==> config.mk <==
export PLATFORM = sky130hd
export DESIGN_NAME = goertzel_tone_power_flat
export DESIGN_NICKNAME = d
export VERILOG_FILES = /design/src/hw/rtl/gtp_pkg.sv /design/src/hw/rtl/gtp_if.sv /design/src/hw/rtl/goertzel_tone_power.sv /design/src/hw/rtl/gtp_mac.sv /design/src/hw/rtl/gtp_div.sv /design/src/flat_wrapper.sv
export SDC_FILE = /design/constraint.sdc
export NUM_CORES = 2
export LEC_CHECK = 0
export BUFFER_PORTS_ARGS = -buffer_cell sky130_fd_sc_hd__clkbuf_2
export CAP_MARGIN = 30
export CORE_AREA = 2 2 317 319
export CTS_CLUSTER_SIZE = 12
export DETAILED_ROUTE_END_ITERATION = 10
export DIE_AREA = 0 0 319 321
export PLACE_DENSITY = 0.76
export SETUP_SLACK_MARGIN = 0.02
export SYNTH_ARGS = -nofsm -noshare
export SYNTH_HDL_FRONTEND = slang
export SYNTH_SLANG_ARGS = --single-unit
==> constraint.sdc <==
create_clock -name clock -period 19.9 [get_ports clock]
set_input_delay 1.99 -clock clock [delete_from_list [all_inputs] [get_ports clock]]
set_output_delay 1.99 -clock clock [all_outputs]
set_load 0.02 [all_outputs]
==> src/hw/rtl/gtp_pkg.sv <==
package gtp_pkg;

   // Field and register widths
   localparam int SAMPLE_W   = 16;
   localparam int COEFF_W    = 19;
   localparam int BLEN_W     = 13;
   localparam int POWER_W    = 32;
   localparam int MAX_BLOCK  = 4096;

   // Recurrence state and datapath widths
   localparam int STATE_W    = 40;
   localparam int FRAC_W     = 16;
   localparam int SUM_W      = STATE_W + 4;
   localparam int LIMB_W     = 20;
   localparam int PROD_W     = 2 * LIMB_W;
   localparam int M_W        = 2 * STATE_W;
   localparam int ACC_W      = 100;
   localparam int SHAMT_W    = 6;

   // Normalization: power = floor(Q / 2^15 / N^2)
   localparam int QSCALE_SH  = 15;
   localparam int QUO_W      = POWER_W;
   localparam int SAT_LO     = QSCALE_SH + QUO_W;
   localparam int DIV_W      = 25;
   localparam int REM_W      = DIV_W - 1;
   localparam int CNT_W      = $clog2(QUO_W);

   // Configuration port
   localparam int CSR_IDX_W  = 1;
   localparam int CSR_DATA_W = COEFF_W;
   localparam logic [CSR_IDX_W-1:0] CSR_COEFF_B   = 1'd0;
   localparam logic [CSR_IDX_W-1:0] CSR_BLOCK_LEN = 1'd1;
   localparam logic [COEFF_W-1:0]   COEFF_B_RST   = '0;
   localparam logic [BLEN_W-1:0]    BLOCK_LEN_RST = 13'd205;

   // Operand select codes for the shared multiplier
   localparam int OP_W = 4;
   localparam logic [OP_W-1:0] OP_B    = 4'd0;
   localparam logic [OP_W-1:0] OP_S0LO = 4'd1;
   localparam logic [OP_W-1:0] OP_S0HI = 4'd2;
   localparam logic [OP_W-1:0] OP_S1LO = 4'd3;
   localparam logic [OP_W-1:0] OP_S1HI = 4'd4;
   localparam logic [OP_W-1:0] OP_M0   = 4'd5;
   localparam logic [OP_W-1:0] OP_M1   = 4'd6;
   localparam logic [OP_W-1:0] OP_M2   = 4'd7;
   localparam logic [OP_W-1:0] OP_M3   = 4'd8;
   localparam logic [OP_W-1:0] OP_N    = 4'd9;

   // Sign rule applied to a partial product
   localparam int NEGK_W = 2;
   localparam logic [NEGK_W-1:0] NEGK_NONE  = 2'd0;
   localparam logic [NEGK_W-1:0] NEGK_REC   = 2'd1;
   localparam logic [NEGK_W-1:0] NEGK_CROSS = 2'd2;

   // Micro-program step numbers
   localparam int STEP_W = 5;
   localparam logic [STEP_W-1:0] STEP_REC_FIRST = 5'd0;
   localparam logic [STEP_W-1:0] STEP_REC_END   = 5'd1;
   localparam logic [STEP_W-1:0] STEP_PWR_FIRST = 5'd2;
   localparam logic [STEP_W-1:0] STEP_NN        = 5'd18;

   typedef struct packed {
      logic [OP_W-1:0]    opa;
      logic [OP_W-1:0]    opb;
      logic [SHAMT_W-1:0] shamt;
      logic               acc_en;
      logic               clr;
      logic               save_m;
      logic [NEGK_W-1:0]  negk;
   } uop_type;

   typedef struct packed {
      logic               en;
      logic               clr;
      logic               neg;
      logic [SHAMT_W-1:0] shamt;
   } mac_ctl_type;

   function automatic uop_type mk_uop(input logic [OP_W-1:0] opa,
                                      input logic [OP_W-1:0] opb,
                                      input logic [SHAMT_W-1:0] shamt,
                                      input logic acc_en,
                                      input logic clr,
                                      input logic save_m,
                                      input logic [NEGK_W-1:0] negk);
      uop_type u;
      u.opa    = opa;
      u.opb    = opb;
      u.shamt  = shamt;
      u.acc_en = acc_en;
      u.clr    = clr;
      u.save_m = save_m;
      u.negk   = negk;
      return u;
   endfunction

   // Recurrence: B*s1. Power: M = |s0||s1|, then s0^2 + s1^2 scaled by 2^16,
   // then -B*s0*s1, then N*N for the divisor.
   function automatic uop_type gtp_uop(input logic [STEP_W-1:0] step);
      uop_type u;
      case (step)
         5'd0:    u = mk_uop(OP_B,    OP_S1LO, 6'd0,  1'b1, 1'b1, 1'b0, NEGK_REC);
         5'd1:    u = mk_uop(OP_B,    OP_S1HI, 6'd20, 1'b1, 1'b0, 1'b0, NEGK_REC);
         5'd2:    u = mk_uop(OP_S0LO, OP_S1LO, 6'd0,  1'b1, 1'b1, 1'b0, NEGK_NONE);
         5'd3:    u = mk_uop(OP_S0LO, OP_S1HI, 6'd20, 1'b1, 1'b0, 1'b0, NEGK_NONE);
         5'd4:    u = mk_uop(OP_S0HI, OP_S1LO, 6'd20, 1'b1, 1'b0, 1'b0, NEGK_NONE);
         5'd5:    u = mk_uop(OP_S0HI, OP_S1HI, 6'd40, 1'b1, 1'b0, 1'b0, NEGK_NONE);
         5'd6:    u = mk_uop(OP_S0LO, OP_S0LO, 6'd16, 1'b1, 1'b1, 1'b1, NEGK_NONE);
         5'd7:    u = mk_uop(OP_S0LO, OP_S0HI, 6'd36, 1'b1, 1'b0, 1'b0, NEGK_NONE);
         5'd8:    u = mk_uop(OP_S0HI, OP_S0LO, 6'd36, 1'b1, 1'b0, 1'b0, NEGK_NONE);
         5'd9:    u = mk_uop(OP_S0HI, OP_S0HI, 6'd56, 1'b1, 1'b0, 1'b0, NEGK_NONE);
         5'd10:   u = mk_uop(OP_S1LO, OP_S1LO, 6'd16, 1'b1, 1'b0, 1'b0, NEGK_NONE);
         5'd11:   u = mk_uop(OP_S1LO, OP_S1HI, 6'd36, 1'b1, 1'b0, 1'b0, NEGK_NONE);
         5'd12:   u = mk_uop(OP_S1HI, OP_S1LO, 6'd36, 1'b1, 1'b0, 1'b0, NEGK_NONE);
         5'd13:   u = mk_uop(OP_S1HI, OP_S1HI, 6'd56, 1'b1, 1'b0, 1'b0, NEGK_NONE);
         5'd14:   u = mk_uop(OP_B,    OP_M0,   6'd0,  1'b1, 1'b0, 1'b0, NEGK_CROSS);
         5'd15:   u = mk_uop(OP_B,    OP_M1,   6'd20, 1'b1, 1'b0, 1'b0, NEGK_CROSS);
         5'd16:   u = mk_uop(OP_B,    OP_M2,   6'd40, 1'b1, 1'b0, 1'b0, NEGK_CROSS);
         5'd17:   u = mk_uop(OP_B,    OP_M3,   6'd60, 1'b1, 1'b0, 1'b0, NEGK_CROSS);
         5'd18:   u = mk_uop(OP_N,    OP_N,    6'd0,  1'b0, 1'b0, 1'b0, NEGK_NONE);
         default: u = mk_uop(OP_N,    OP_N,    6'd0,  1'b0, 1'b0, 1'b0, NEGK_NONE);
      endcase
      return u;
   endfunction

endpackage

==> src/hw/rtl/gtp_if.sv <==
interface gtp_req_if;
   logic                          valid;
   logic                          ready;
   logic [gtp_pkg::SAMPLE_W-1:0]  sample;
   logic                          last;

   modport source (output valid, output sample, output last, input ready);
   modport sink   (input valid, input sample, input last, output ready);
endinterface

interface gtp_rsp_if;
   logic                          valid;
   logic                          ready;
   logic [gtp_pkg::POWER_W-1:0]   power;

   modport source (output valid, output power, input ready);
   modport sink   (input valid, input power, output ready);
endinterface

==> src/hw/rtl/goertzel_tone_power.sv <==
// Single-bin Goertzel tone power detector. Each accepted sample runs one step of
// s0 = x + B*s1 - s2 (B in Q3.16 from coeff_b) on a shared 20x20 multiply-
// accumulate unit, so a sample not marked last occupies the block for the
// transfer cycle, two partial products and a saturating update before the
// next sample can be taken. A sample marked last holds off the next sample
// longer: 17 more multiply-accumulate steps form 2*(s0^2 + s1^2 - B*s0*s1) and
// N^2, a range check follows, a bit-serial divider forms the normalized power
// and hands it over, and the result is loaded into the output register once
// the previous result has been taken. When the power is zero or saturates the
// divider is skipped. The state is cleared after each block. Power saturates
// at all ones and is zero when the quadratic form is negative. block_len of
// zero acts as 1, above 4096 as 4096.
module goertzel_tone_power (
   input  logic                              clock,
   input  logic                              reset,
   gtp_req_if.sink                           req_chan,
   gtp_rsp_if.source                         rsp_chan,
   input  logic                              csr_we,
   input  logic [gtp_pkg::CSR_IDX_W-1:0]     csr_index,
   input  logic [gtp_pkg::CSR_DATA_W-1:0]    csr_wdata
);

   localparam int ST_W = 3;
   localparam logic [ST_W-1:0] S_IDLE = 3'd0;
   localparam logic [ST_W-1:0] S_MUL  = 3'd1;
   localparam logic [ST_W-1:0] S_FIN  = 3'd2;
   localparam logic [ST_W-1:0] S_DSET = 3'd3;
   localparam logic [ST_W-1:0] S_DIV  = 3'd4;
   localparam logic [ST_W-1:0] S_OUT  = 3'd5;

   logic [ST_W-1:0]                   state_ff, state_in;
   logic [gtp_pkg::STEP_W-1:0]        step_ff, step_in;
   logic [gtp_pkg::COEFF_W-1:0]       coeff_b_ff;
   logic [gtp_pkg::BLEN_W-1:0]        block_len_ff;
   logic                              rsp_valid_ff, rsp_valid_in;
   logic [gtp_pkg::POWER_W-1:0]       power_ff;
   logic [gtp_pkg::SAMPLE_W-1:0]      x_ff;
   logic                              last_ff;
   logic [gtp_pkg::STATE_W-1:0]       s0_ff, s1_ff, s2_ff;
   logic [gtp_pkg::M_W-1:0]           m_ff;
   logic [gtp_pkg::DIV_W-1:0]         d_ff;
   logic                              zero_ff, sat_ff;

   gtp_pkg::uop_type                  uop;
   gtp_pkg::mac_ctl_type              mac_ctl;
   logic [gtp_pkg::LIMB_W-1:0]        op_a, op_b;
   logic [gtp_pkg::PROD_W-1:0]        prod;
   logic [gtp_pkg::ACC_W-1:0]         acc;

   logic [gtp_pkg::COEFF_W-1:0]       b_mag;
   logic [gtp_pkg::STATE_W-1:0]       s0_mag, s1_mag;
   logic [gtp_pkg::BLEN_W-1:0]        n_clamp;

   logic signed [gtp_pkg::SUM_W-1:0]  rec_sum;
   logic [gtp_pkg::STATE_W-1:0]       s0_next;

   logic                              q_neg, q_sat;
   logic                              div_load, div_busy;
   logic [gtp_pkg::QUO_W-1:0]         div_quo;
   logic                              in_xfer, out_free;

   function automatic logic [gtp_pkg::LIMB_W-1:0] opnd_mux(
      input logic [gtp_pkg::OP_W-1:0]    code,
      input logic [gtp_pkg::COEFF_W-1:0] bm,
      input logic [gtp_pkg::STATE_W-1:0] s0m,
      input logic [gtp_pkg::STATE_W-1:0] s1m,
      input logic [gtp_pkg::M_W-1:0]     m,
      input logic [gtp_pkg::BLEN_W-1:0]  n);
      logic [gtp_pkg::LIMB_W-1:0] r;
      case (code)
         gtp_pkg::OP_B:    r = gtp_pkg::LIMB_W'(bm);
         gtp_pkg::OP_S0LO: r = s0m[gtp_pkg::LIMB_W-1:0];
         gtp_pkg::OP_S0HI: r = s0m[2*gtp_pkg::LIMB_W-1:gtp_pkg::LIMB_W];
         gtp_pkg::OP_S1LO: r = s1m[gtp_pkg::LIMB_W-1:0];
         gtp_pkg::OP_S1HI: r = s1m[2*gtp_pkg::LIMB_W-1:gtp_pkg::LIMB_W];
         gtp_pkg::OP_M0:   r = m[gtp_pkg::LIMB_W-1:0];
         gtp_pkg::OP_M1:   r = m[2*gtp_pkg::LIMB_W-1:gtp_pkg::LIMB_W];
         gtp_pkg::OP_M2:   r = m[3*gtp_pkg::LIMB_W-1:2*gtp_pkg::LIMB_W];
         gtp_pkg::OP_M3:   r = m[4*gtp_pkg::LIMB_W-1:3*gtp_pkg::LIMB_W];
         gtp_pkg::OP_N:    r = gtp_pkg::LIMB_W'(n);
         default:          r = '0;
      endcase
      return r;
   endfunction

   assign in_xfer  = req_chan.valid && req_chan.ready;
   assign out_free = !rsp_valid_ff || rsp_chan.ready;

   // Sign-magnitude operands for the unsigned multiplier.
   always_comb begin
      b_mag  = coeff_b_ff[gtp_pkg::COEFF_W-1] ? (~coeff_b_ff + 1'b1) : coeff_b_ff;
      s0_mag = s0_ff[gtp_pkg::STATE_W-1] ? (~s0_ff + 1'b1) : s0_ff;
      s1_mag = s1_ff[gtp_pkg::STATE_W-1] ? (~s1_ff + 1'b1) : s1_ff;
      if (block_len_ff == '0) begin
         n_clamp = gtp_pkg::BLEN_W'(1);
      end else if (block_len_ff > gtp_pkg::BLEN_W'(gtp_pkg::MAX_BLOCK)) begin
         n_clamp = gtp_pkg::BLEN_W'(gtp_pkg::MAX_BLOCK);
      end else begin
         n_clamp = block_len_ff;
      end
   end

   always_comb begin
      uop  = gtp_pkg::gtp_uop(step_ff);
      op_a = opnd_mux(uop.opa, b_mag, s0_mag, s1_mag, m_ff, n_clamp);
      op_b = opnd_mux(uop.opb, b_mag, s0_mag, s1_mag, m_ff, n_clamp);
      mac_ctl.en    = (state_ff == S_MUL) && uop.acc_en;
      mac_ctl.clr   = uop.clr;
      mac_ctl.shamt = uop.shamt;
      case (uop.negk)
         gtp_pkg::NEGK_REC:
            mac_ctl.neg = coeff_b_ff[gtp_pkg::COEFF_W-1] ^ s1_ff[gtp_pkg::STATE_W-1];
         gtp_pkg::NEGK_CROSS:
            mac_ctl.neg = ~(coeff_b_ff[gtp_pkg::COEFF_W-1] ^ s0_ff[gtp_pkg::STATE_W-1]
                            ^ s1_ff[gtp_pkg::STATE_W-1]);
         default:
            mac_ctl.neg = 1'b0;
      endcase
   end

   gtp_mac u_mac (
      .clock (clock),
      .ctl   (mac_ctl),
      .op_a  (op_a),
      .op_b  (op_b),
      .prod  (prod),
      .acc   (acc)
   );

   // New state: x - s2 + floor(B*s1 / 2^16), saturated to the state width.
   always_comb begin
      rec_sum = gtp_pkg::SUM_W'($signed(x_ff))
              - gtp_pkg::SUM_W'($signed(s2_ff))
              + $signed(acc[gtp_pkg::FRAC_W+gtp_pkg::SUM_W-1:gtp_pkg::FRAC_W]);
      if (rec_sum[gtp_pkg::SUM_W-1:gtp_pkg::STATE_W-1] == '0 ||
          rec_sum[gtp_pkg::SUM_W-1:gtp_pkg::STATE_W-1] == '1) begin
         s0_next = rec_sum[gtp_pkg::STATE_W-1:0];
      end else if (rec_sum[gtp_pkg::SUM_W-1]) begin
         s0_next = {1'b1, {(gtp_pkg::STATE_W-1){1'b0}}};
      end else begin
         s0_next = {1'b0, {(gtp_pkg::STATE_W-1){1'b1}}};
      end
   end

   // The quotient fits in 32 bits only if the part above the low 32 bits of
   // Q/2^15 is below N^2.
   always_comb begin
      q_neg = acc[gtp_pkg::ACC_W-1];
      q_sat = acc[gtp_pkg::ACC_W-1:gtp_pkg::SAT_LO]
              >= (gtp_pkg::ACC_W - gtp_pkg::SAT_LO)'(d_ff);
      div_load = (state_ff == S_DSET) && !q_neg && !q_sat;
   end

   gtp_div u_div (
      .clock    (clock),
      .reset    (reset),
      .load     (div_load),
      .rem_init (acc[gtp_pkg::SAT_LO+gtp_pkg::REM_W-1:gtp_pkg::SAT_LO]),
      .quo_init (acc[gtp_pkg::SAT_LO-1:gtp_pkg::QSCALE_SH]),
      .divisor  (d_ff),
      .busy     (div_busy),
      .quotient (div_quo)
   );

   always_comb begin
      state_in     = state_ff;
      step_in      = step_ff;
      rsp_valid_in = rsp_valid_ff && !rsp_chan.ready;
      case (state_ff)
         S_IDLE: begin
            if (in_xfer) begin
               state_in = S_MUL;
               step_in  = gtp_pkg::STEP_REC_FIRST;
            end
         end
         S_MUL: begin
            step_in = step_ff + 1'b1;
            if (step_ff == gtp_pkg::STEP_REC_END) begin
               state_in = S_FIN;
            end else if (step_ff == gtp_pkg::STEP_NN) begin
               state_in = S_DSET;
            end
         end
         S_FIN: begin
            if (last_ff) begin
               state_in = S_MUL;
               step_in  = gtp_pkg::STEP_PWR_FIRST;
            end else begin
               state_in = S_IDLE;
            end
         end
         S_DSET: begin
            state_in = div_load ? S_DIV : S_OUT;
         end
         S_DIV: begin
            if (!div_busy) begin
               state_in = S_OUT;
            end
         end
         S_OUT: begin
            if (out_free) begin
               state_in     = S_IDLE;
               rsp_valid_in = 1'b1;
            end
         end
         default: begin
            state_in = S_IDLE;
         end
      endcase
   end

   always_ff @(posedge clock) begin
      if (reset) begin
         state_ff     <= S_IDLE;
         step_ff      <= '0;
         rsp_valid_ff <= 1'b0;
         coeff_b_ff   <= gtp_pkg::COEFF_B_RST;
         block_len_ff <= gtp_pkg::BLOCK_LEN_RST;
         s1_ff        <= '0;
         s2_ff        <= '0;
      end else begin
         state_ff     <= state_in;
         step_ff      <= step_in;
         rsp_valid_ff <= rsp_valid_in;
         if (csr_we) begin
            case (csr_index)
               gtp_pkg::CSR_COEFF_B:   coeff_b_ff   <= csr_wdata;
               gtp_pkg::CSR_BLOCK_LEN: block_len_ff <= csr_wdata[gtp_pkg::BLEN_W-1:0];
               default: ;
            endcase
         end
         if (state_ff == S_FIN && !last_ff) begin
            s2_ff <= s1_ff;
            s1_ff <= s0_next;
         end
         if (state_ff == S_DSET) begin
            s1_ff <= '0;
            s2_ff <= '0;
         end
      end
   end

   always_ff @(posedge clock) begin
      if (in_xfer) begin
         x_ff    <= req_chan.sample;
         last_ff <= req_chan.last;
      end
      if (state_ff == S_FIN) begin
         s0_ff <= s0_next;
      end
      if (state_ff == S_MUL && uop.save_m) begin
         m_ff <= acc[gtp_pkg::M_W-1:0];
      end
      if (state_ff == S_MUL && step_ff == gtp_pkg::STEP_NN) begin
         d_ff <= prod[gtp_pkg::DIV_W-1:0];
      end
      if (state_ff == S_DSET) begin
         zero_ff <= q_neg;
         sat_ff  <= q_sat;
      end
      if (state_ff == S_OUT && out_free) begin
         if (zero_ff) begin
            power_ff <= '0;
         end else if (sat_ff) begin
            power_ff <= '1;
         end else begin
            power_ff <= div_quo;
         end
      end
   end

   assign req_chan.ready = (state_ff == S_IDLE);
   assign rsp_chan.valid = rsp_valid_ff;
   assign rsp_chan.power = power_ff;

endmodule

==> src/hw/rtl/gtp_mac.sv <==
module gtp_mac (
   input  logic                         clock,
   input  gtp_pkg::mac_ctl_type         ctl,
   input  logic [gtp_pkg::LIMB_W-1:0]   op_a,
   input  logic [gtp_pkg::LIMB_W-1:0]   op_b,
   output logic [gtp_pkg::PROD_W-1:0]   prod,
   output logic [gtp_pkg::ACC_W-1:0]    acc
);

   logic [gtp_pkg::ACC_W-1:0] acc_ff;
   logic [gtp_pkg::ACC_W-1:0] acc_in;
   logic [gtp_pkg::ACC_W-1:0] shifted;
   logic [gtp_pkg::ACC_W-1:0] addend;
   logic [gtp_pkg::ACC_W-1:0] base;

   assign prod = gtp_pkg::PROD_W'(op_a) * gtp_pkg::PROD_W'(op_b);

   always_comb begin
      shifted = gtp_pkg::ACC_W'(prod) << ctl.shamt;
      addend  = ctl.neg ? (~shifted + 1'b1) : shifted;
      base    = ctl.clr ? '0 : acc_ff;
      acc_in  = base + addend;
   end

   always_ff @(posedge clock) begin
      if (ctl.en) begin
         acc_ff <= acc_in;
      end
   end

   assign acc = acc_ff;

endmodule

==> src/hw/rtl/gtp_div.sv <==
module gtp_div (
   input  logic                        clock,
   input  logic                        reset,
   input  logic                        load,
   input  logic [gtp_pkg::REM_W-1:0]   rem_init,
   input  logic [gtp_pkg::QUO_W-1:0]   quo_init,
   input  logic [gtp_pkg::DIV_W-1:0]   divisor,
   output logic                        busy,
   output logic [gtp_pkg::QUO_W-1:0]   quotient
);

   logic                        busy_ff;
   logic [gtp_pkg::CNT_W-1:0]   cnt_ff;
   logic [gtp_pkg::REM_W-1:0]   rem_ff;
   logic [gtp_pkg::REM_W-1:0]   rem_in;
   logic [gtp_pkg::QUO_W-1:0]   quo_ff;
   logic [gtp_pkg::DIV_W-1:0]   trial;
   logic                        fits;

   // The quotient register starts as the low dividend bits; each step
   // shifts one dividend bit into the remainder and one quotient bit in.
   always_comb begin
      trial  = {rem_ff, quo_ff[gtp_pkg::QUO_W-1]};
      fits   = (trial >= divisor);
      rem_in = fits ? gtp_pkg::REM_W'(trial - divisor) : trial[gtp_pkg::REM_W-1:0];
   end

   always_ff @(posedge clock) begin
      if (reset) begin
         busy_ff <= 1'b0;
         cnt_ff  <= '0;
      end else if (load) begin
         busy_ff <= 1'b1;
         cnt_ff  <= '0;
      end else if (busy_ff) begin
         cnt_ff <= cnt_ff + 1'b1;
         if (cnt_ff == gtp_pkg::CNT_W'(gtp_pkg::QUO_W - 1)) begin
            busy_ff <= 1'b0;
         end
      end
   end

   always_ff @(posedge clock) begin
      if (load) begin
         rem_ff <= rem_init;
         quo_ff <= quo_init;
      end else if (busy_ff) begin
         rem_ff <= rem_in;
         quo_ff <= {quo_ff[gtp_pkg::QUO_W-2:0], fits};
      end
   end

   assign busy     = busy_ff;
   assign quotient = quo_ff;

endmodule

==> src/flat_wrapper.sv <==
// flat-port wrapper written by rule: the top's interface ports become plain ports
module goertzel_tone_power_flat 
  (clock, reset, csr_we, csr_index, csr_wdata, req_chan_valid, req_chan_sample, req_chan_last, req_chan_ready, rsp_chan_valid, rsp_chan_power, rsp_chan_ready);
  gtp_req_if req_chan_i ();
  gtp_rsp_if rsp_chan_i ();
  input  logic clock;
  input  logic reset;
  input  logic csr_we;
  input  logic [gtp_pkg::CSR_IDX_W-1:0] csr_index;
  input  logic [gtp_pkg::CSR_DATA_W-1:0] csr_wdata;
  input wire logic [$bits(req_chan_i.valid)-1:0] req_chan_valid;
  input wire logic [$bits(req_chan_i.sample)-1:0] req_chan_sample;
  input wire logic [$bits(req_chan_i.last)-1:0] req_chan_last;
  output wire logic [$bits(req_chan_i.ready)-1:0] req_chan_ready;
  output wire logic [$bits(rsp_chan_i.valid)-1:0] rsp_chan_valid;
  output wire logic [$bits(rsp_chan_i.power)-1:0] rsp_chan_power;
  input wire logic [$bits(rsp_chan_i.ready)-1:0] rsp_chan_ready;
  assign req_chan_i.valid = req_chan_valid;
  assign req_chan_i.sample = req_chan_sample;
  assign req_chan_i.last = req_chan_last;
  assign req_chan_ready = req_chan_i.ready;
  assign rsp_chan_valid = rsp_chan_i.valid;
  assign rsp_chan_power = rsp_chan_i.power;
  assign rsp_chan_i.ready = rsp_chan_ready;
  goertzel_tone_power u_core (.clock(clock), .reset(reset), .req_chan(req_chan_i), .rsp_chan(rsp_chan_i), .csr_we(csr_we), .csr_index(csr_index), .csr_wdata(csr_wdata));
endmodule
==> flow_summary.json <==
{
  "die_height_um": 321,
  "portBuffers": 75,
  "synth-xor-area-share_pct": 6.23,
  "avgSynthCellArea_um2": 8.39,
  "yosys.area.top_type": "edfxtp_1",
  "synth_compound_area_share_pct": 20.7,
  "overflow": 0,
  "drc": 0,
  "ys_seq_area_share_pct": 24.8,
  "slowest_delay_ns": 0.94,
  "row_count": 116,
  "utilization_pct": 58.4,
  "initial_core_util_pct": 54.6,
  "critPathSlowestCell": "or4_1",
  "detail-route-antenna-nets": 0,
  "yosys.cell_types.count": 105,
  "grt_use_total_pct": 39.0,
  "avgRoutedWirePerCell_um": 26.4,
  "cts_tree": "built",
  "rsz0062_at_grt": "false",
  "htreeDepth": 2,
  "pre_cts_ws_ns": 1.81,
  "fin_nets": 7148,
  "p_leak_nw": 24.9,
  "synthCells": 6460,
  "grt_pass1_vias": 48386,
  "antenna_found_initial": 17,
  "worstReg2RegEnd": "u_core.u_mac.acc[96]",
  "cp.required_ns": 20.33,
  "holdBufCountCts": 0,
  "final_area_um2": 57900,
  "final.setup.tns_ns": 0,
  "postPlaceCellArea_um2": 56000,
  "ff_latch_area_um2": 13500,
  "hpwlAfterDp_mm": 160,
  "ys_ff_latch": 496,
  "crit_top_cell": "fa_1",
  "syn_area_um2": 54200,
  "numCtsBuffers": 57,
  "synthArstFlopShare_pct": 0,
  "ys_warn_count": 0,
  "die-area_um2": 102000,
  "synth_edf_count": 352,
  "finalCritPeriodShare_pct": 92.6,
  "die_x_um": 319,
  "post_cts_buffers": 0,
  "fill_cells": 8973,
  "powerDensity_nw_per_um2": 99.9,
  "drtIter0Drc": 6419,
  "setup_slack_ns": 1.46,
  "min_period_ns": 18.44,
  "yosys-top-cells-area": "edfxtp_1 (20%), fa_1 (12%), ha_1 (9.2%), dfxtp_1 (5.3%), nand2_1 (5.1%)",
  "vias": 50548,
  "reg2regPathDepth": 56,
  "cp-end-kind": "flop",
  "synthToLayoutAreaGrowth_pct": 6.91,
  "worst_pin_slew_ns": 1.21,
  "synthAdderAreaFrac_pct": 21.2,
  "first_pass_iters": 7,
  "grt_first_pass_wirelength_mm": 303,
  "synthMuxAreaShare_pct": 1.94,
  "worstSetupPathType": "flop to flop",
  "hp-class": "flop to flop",
  "drive_above_1_share_pct": 6.83,
  "grt_max_degree": 119,
  "r2r_start": "u_core.s0_ff[8]",
  "worstPathArrival_ns": 18.86,
  "status": "finished, final reports clean",
  "setup_viol": 0,
  "clock_latency_ns": 0.68,
  "io_pins": 76,
  "core_um2": 99300,
  "hold_viol": 0,
  "clockRootBuffer": "clkbuf_16",
  "synthSimpleGateAreaFrac_pct": 19.0,
  "crit_fanout": 12,
  "maxSlewViolCount": 0,
  "viasPerCell": 6.54,
  "place.gp.congestion": 1.08,
  "fin_worst_skew_ns": 0.0637,
  "ctsResizeCount": 0,
  "critPathCapture": "u_core.u_mac.acc[96]",
  "synth-main-ff-cell": "edfxtp_1",
  "multi_input_area_um2": 37600,
  "cts_buffer_depth": 3,
  "cts_sinks": 496,
  "clkTransAtPathRegs_ns": 0.06,
  "wl_mm": 204,
  "fmax_ghz": 0.0542,
  "synth_nets": 7226,
  "reg2reg_setup_slack_ns": 1.46,
  "vdd_drop_max_mv": 0.0893,
  "critPathLaunchType": "flop",
  "synth_top_cell_area_share_pct": 19.5,
  "cp-startpoint": "u_core.s0_ff[8]",
  "cap_violations": 0,
  "synth_top_family_by_area": "adder cells",
  "slew_headroom_pct": 19.1
}
==> flip-flops by register name, summed over array words and instances, names as in the netlist, 3 cells and up <==
name and cells:
u_core.u_mac.acc 100, u_core.s1_ff 40, u_core.step_ff 5, u_core.u_div.cnt_ff 5, u_core.x_ff 16, u_core.uop 17
u_core.m_ff 80, u_core.u_div.quotient 32, u_core.d_ff 25, u_core.rsp_chan.power 32, u_core.state_ff 3, u_core.u_div.rem_ff 24
u_core.coeff_b_ff 19, u_core.s0_ff 40, u_core.s2_ff 40, u_core.block_len_ff 13
==> through the flow <==
stage / cells / hold WS, ns / power (mW)
6_report: 7726 / 0.441 / 5.79
5_1_grt: 7723 / 0.444 / 6.05
4_1_cts: 7721 / 0.441 / 5.66
3_5_place_dp: 7619 / 0.427 / 4.57
3_3_place_gp: 7616 / 0.424 / 4.55
2_1_floorplan: 6460 / 0.418 / 3.45
==> cell families after synthesis <==
group                      Yosys count
and+or+nand+nor                   2187
AOI/OAI and AO/OA                 1702
buffers and inverters              878
adders and majority gates          724
DFF                                496
xor gates and xnor gates           384
muxes                               89
==> cell usage after synthesis, drive strengths merged, types with 49 or more instances <==
cell type and count:
a21o 154, a21oi 472, a22oi 57, a31oi 92, and2 76, and3 49
clkbuf 295, dfxtp 144, edfxtp 352, fa 324, ha 400, inv 557
nand2 745, nand2b 82, nand3 95, nand4 63, nor2 585, nor2b 159
nor3 125, nor4 50, o21a 51, o21ai 328, o31ai 54, xnor2 213
xor2 170
==> cell type report <==
cell class | instances | area share, %
Tap cell | 1298 | 2.80
Antenna cell | 3 | 0.0130
Timing Repair Buffer | 183 | 2.14
Sequential cell | 496 | 23.2
Inverter | 558 | 3.62
Clock inverter | 25 | 0.497
Clock buffer | 77 | 2.73
Multi-Input combinational cell | 5086 | 65.0
==> routing by layer <==
layer / track usage, % / vias up / share of wire (%) / routed length [um]
met2: 58.9 / 2817 / 43 / 87400
met1: 52.1 / 24390 / 40 / 81000
li1: - / 22703 / - / -
met5: 0 / - / 0.049 / 99
met3: 8.53 / 624 / 11 / 22000
met4: 21.9 / 14 / 6.6 / 13400
==> critical path, delay by kind of cell (launching register included) <==
| kind | cells | cell delay, ns |
|---|---|---|
| flip-flops | 1 | 0.43 |
| XOR/XNOR | 3 | 0.73 |
| multiplexers | 2 | 1.00 |
| adder cells (fa/ha/maj) | 9 | 4.05 |
| buffers and inverters | 7 | 0.65 |
| AND/OR/NAND/NOR | 16 | 5.51 |
| AO/OA/AOI/OAI | 19 | 5.79 |
==> report_power, final <==
| group | leakage [nW] | internal [mW] | switching (mW) | total [mW] |
|---|---|---|---|---|
| logic | 19.6 | 1.09 | 2.24 | 3.33 |
| registers | 4.42 | 1.25 | 0.140 | 1.39 |
| clock network | 0.903 | 0.603 | 0.469 | 1.07 |
==> worst min path at each step <==
| stage | start | endpoint | slack (ns) | cells past startpoint |
|---|---|---|---|---|
| global placement | u_core.u_mac.acc[10] | u_core.m_ff[10] | 0.42 | 0 |
| detailed placement | u_core.u_mac.acc[12] | u_core.m_ff[12] | 0.43 | 0 |
| global route | u_core.u_mac.acc[12] | u_core.m_ff[12] | 0.44 | 0 |
| finish | u_core.u_mac.acc[11] | u_core.m_ff[11] | 0.44 | 0 |
| CTS | u_core.u_mac.acc[12] | u_core.m_ff[12] | 0.44 | 0 |
| floorplan | u_core.u_mac.acc[0] | u_core.m_ff[0] | 0.42 | 0 |
==> cell usage in the layout (no fill, tap or decap), types with 47 or more instances in the layout <==
cell type | Yosys | routed
a21o_1 | 154 | 154
a21oi_1 | 472 | 472
a22oi_1 | 57 | 57
a31oi_1 | 92 | 92
and2_1 | 75 | 75
and3_1 | 49 | 47
buf_4 | 1 | 103
clkbuf_16 | 0 | 59
clkbuf_2 | 0 | 75
dfxtp_1 | 144 | 139
edfxtp_1 | 352 | 352
fa_1 | 324 | 324
ha_1 | 400 | 400
inv_1 | 554 | 554
nand2_1 | 743 | 743
nand2b_1 | 82 | 80
nand3_1 | 94 | 94
nand4_1 | 63 | 63
nor2_1 | 585 | 580
nor2b_1 | 159 | 157
nor3_1 | 124 | 119
o21a_1 | 51 | 51
o21ai_0 | 311 | 310
o31ai_1 | 53 | 53
xnor2_1 | 213 | 213
xor2_1 | 170 | 170
Note: power is estimated with default switching activity, not from simulation.
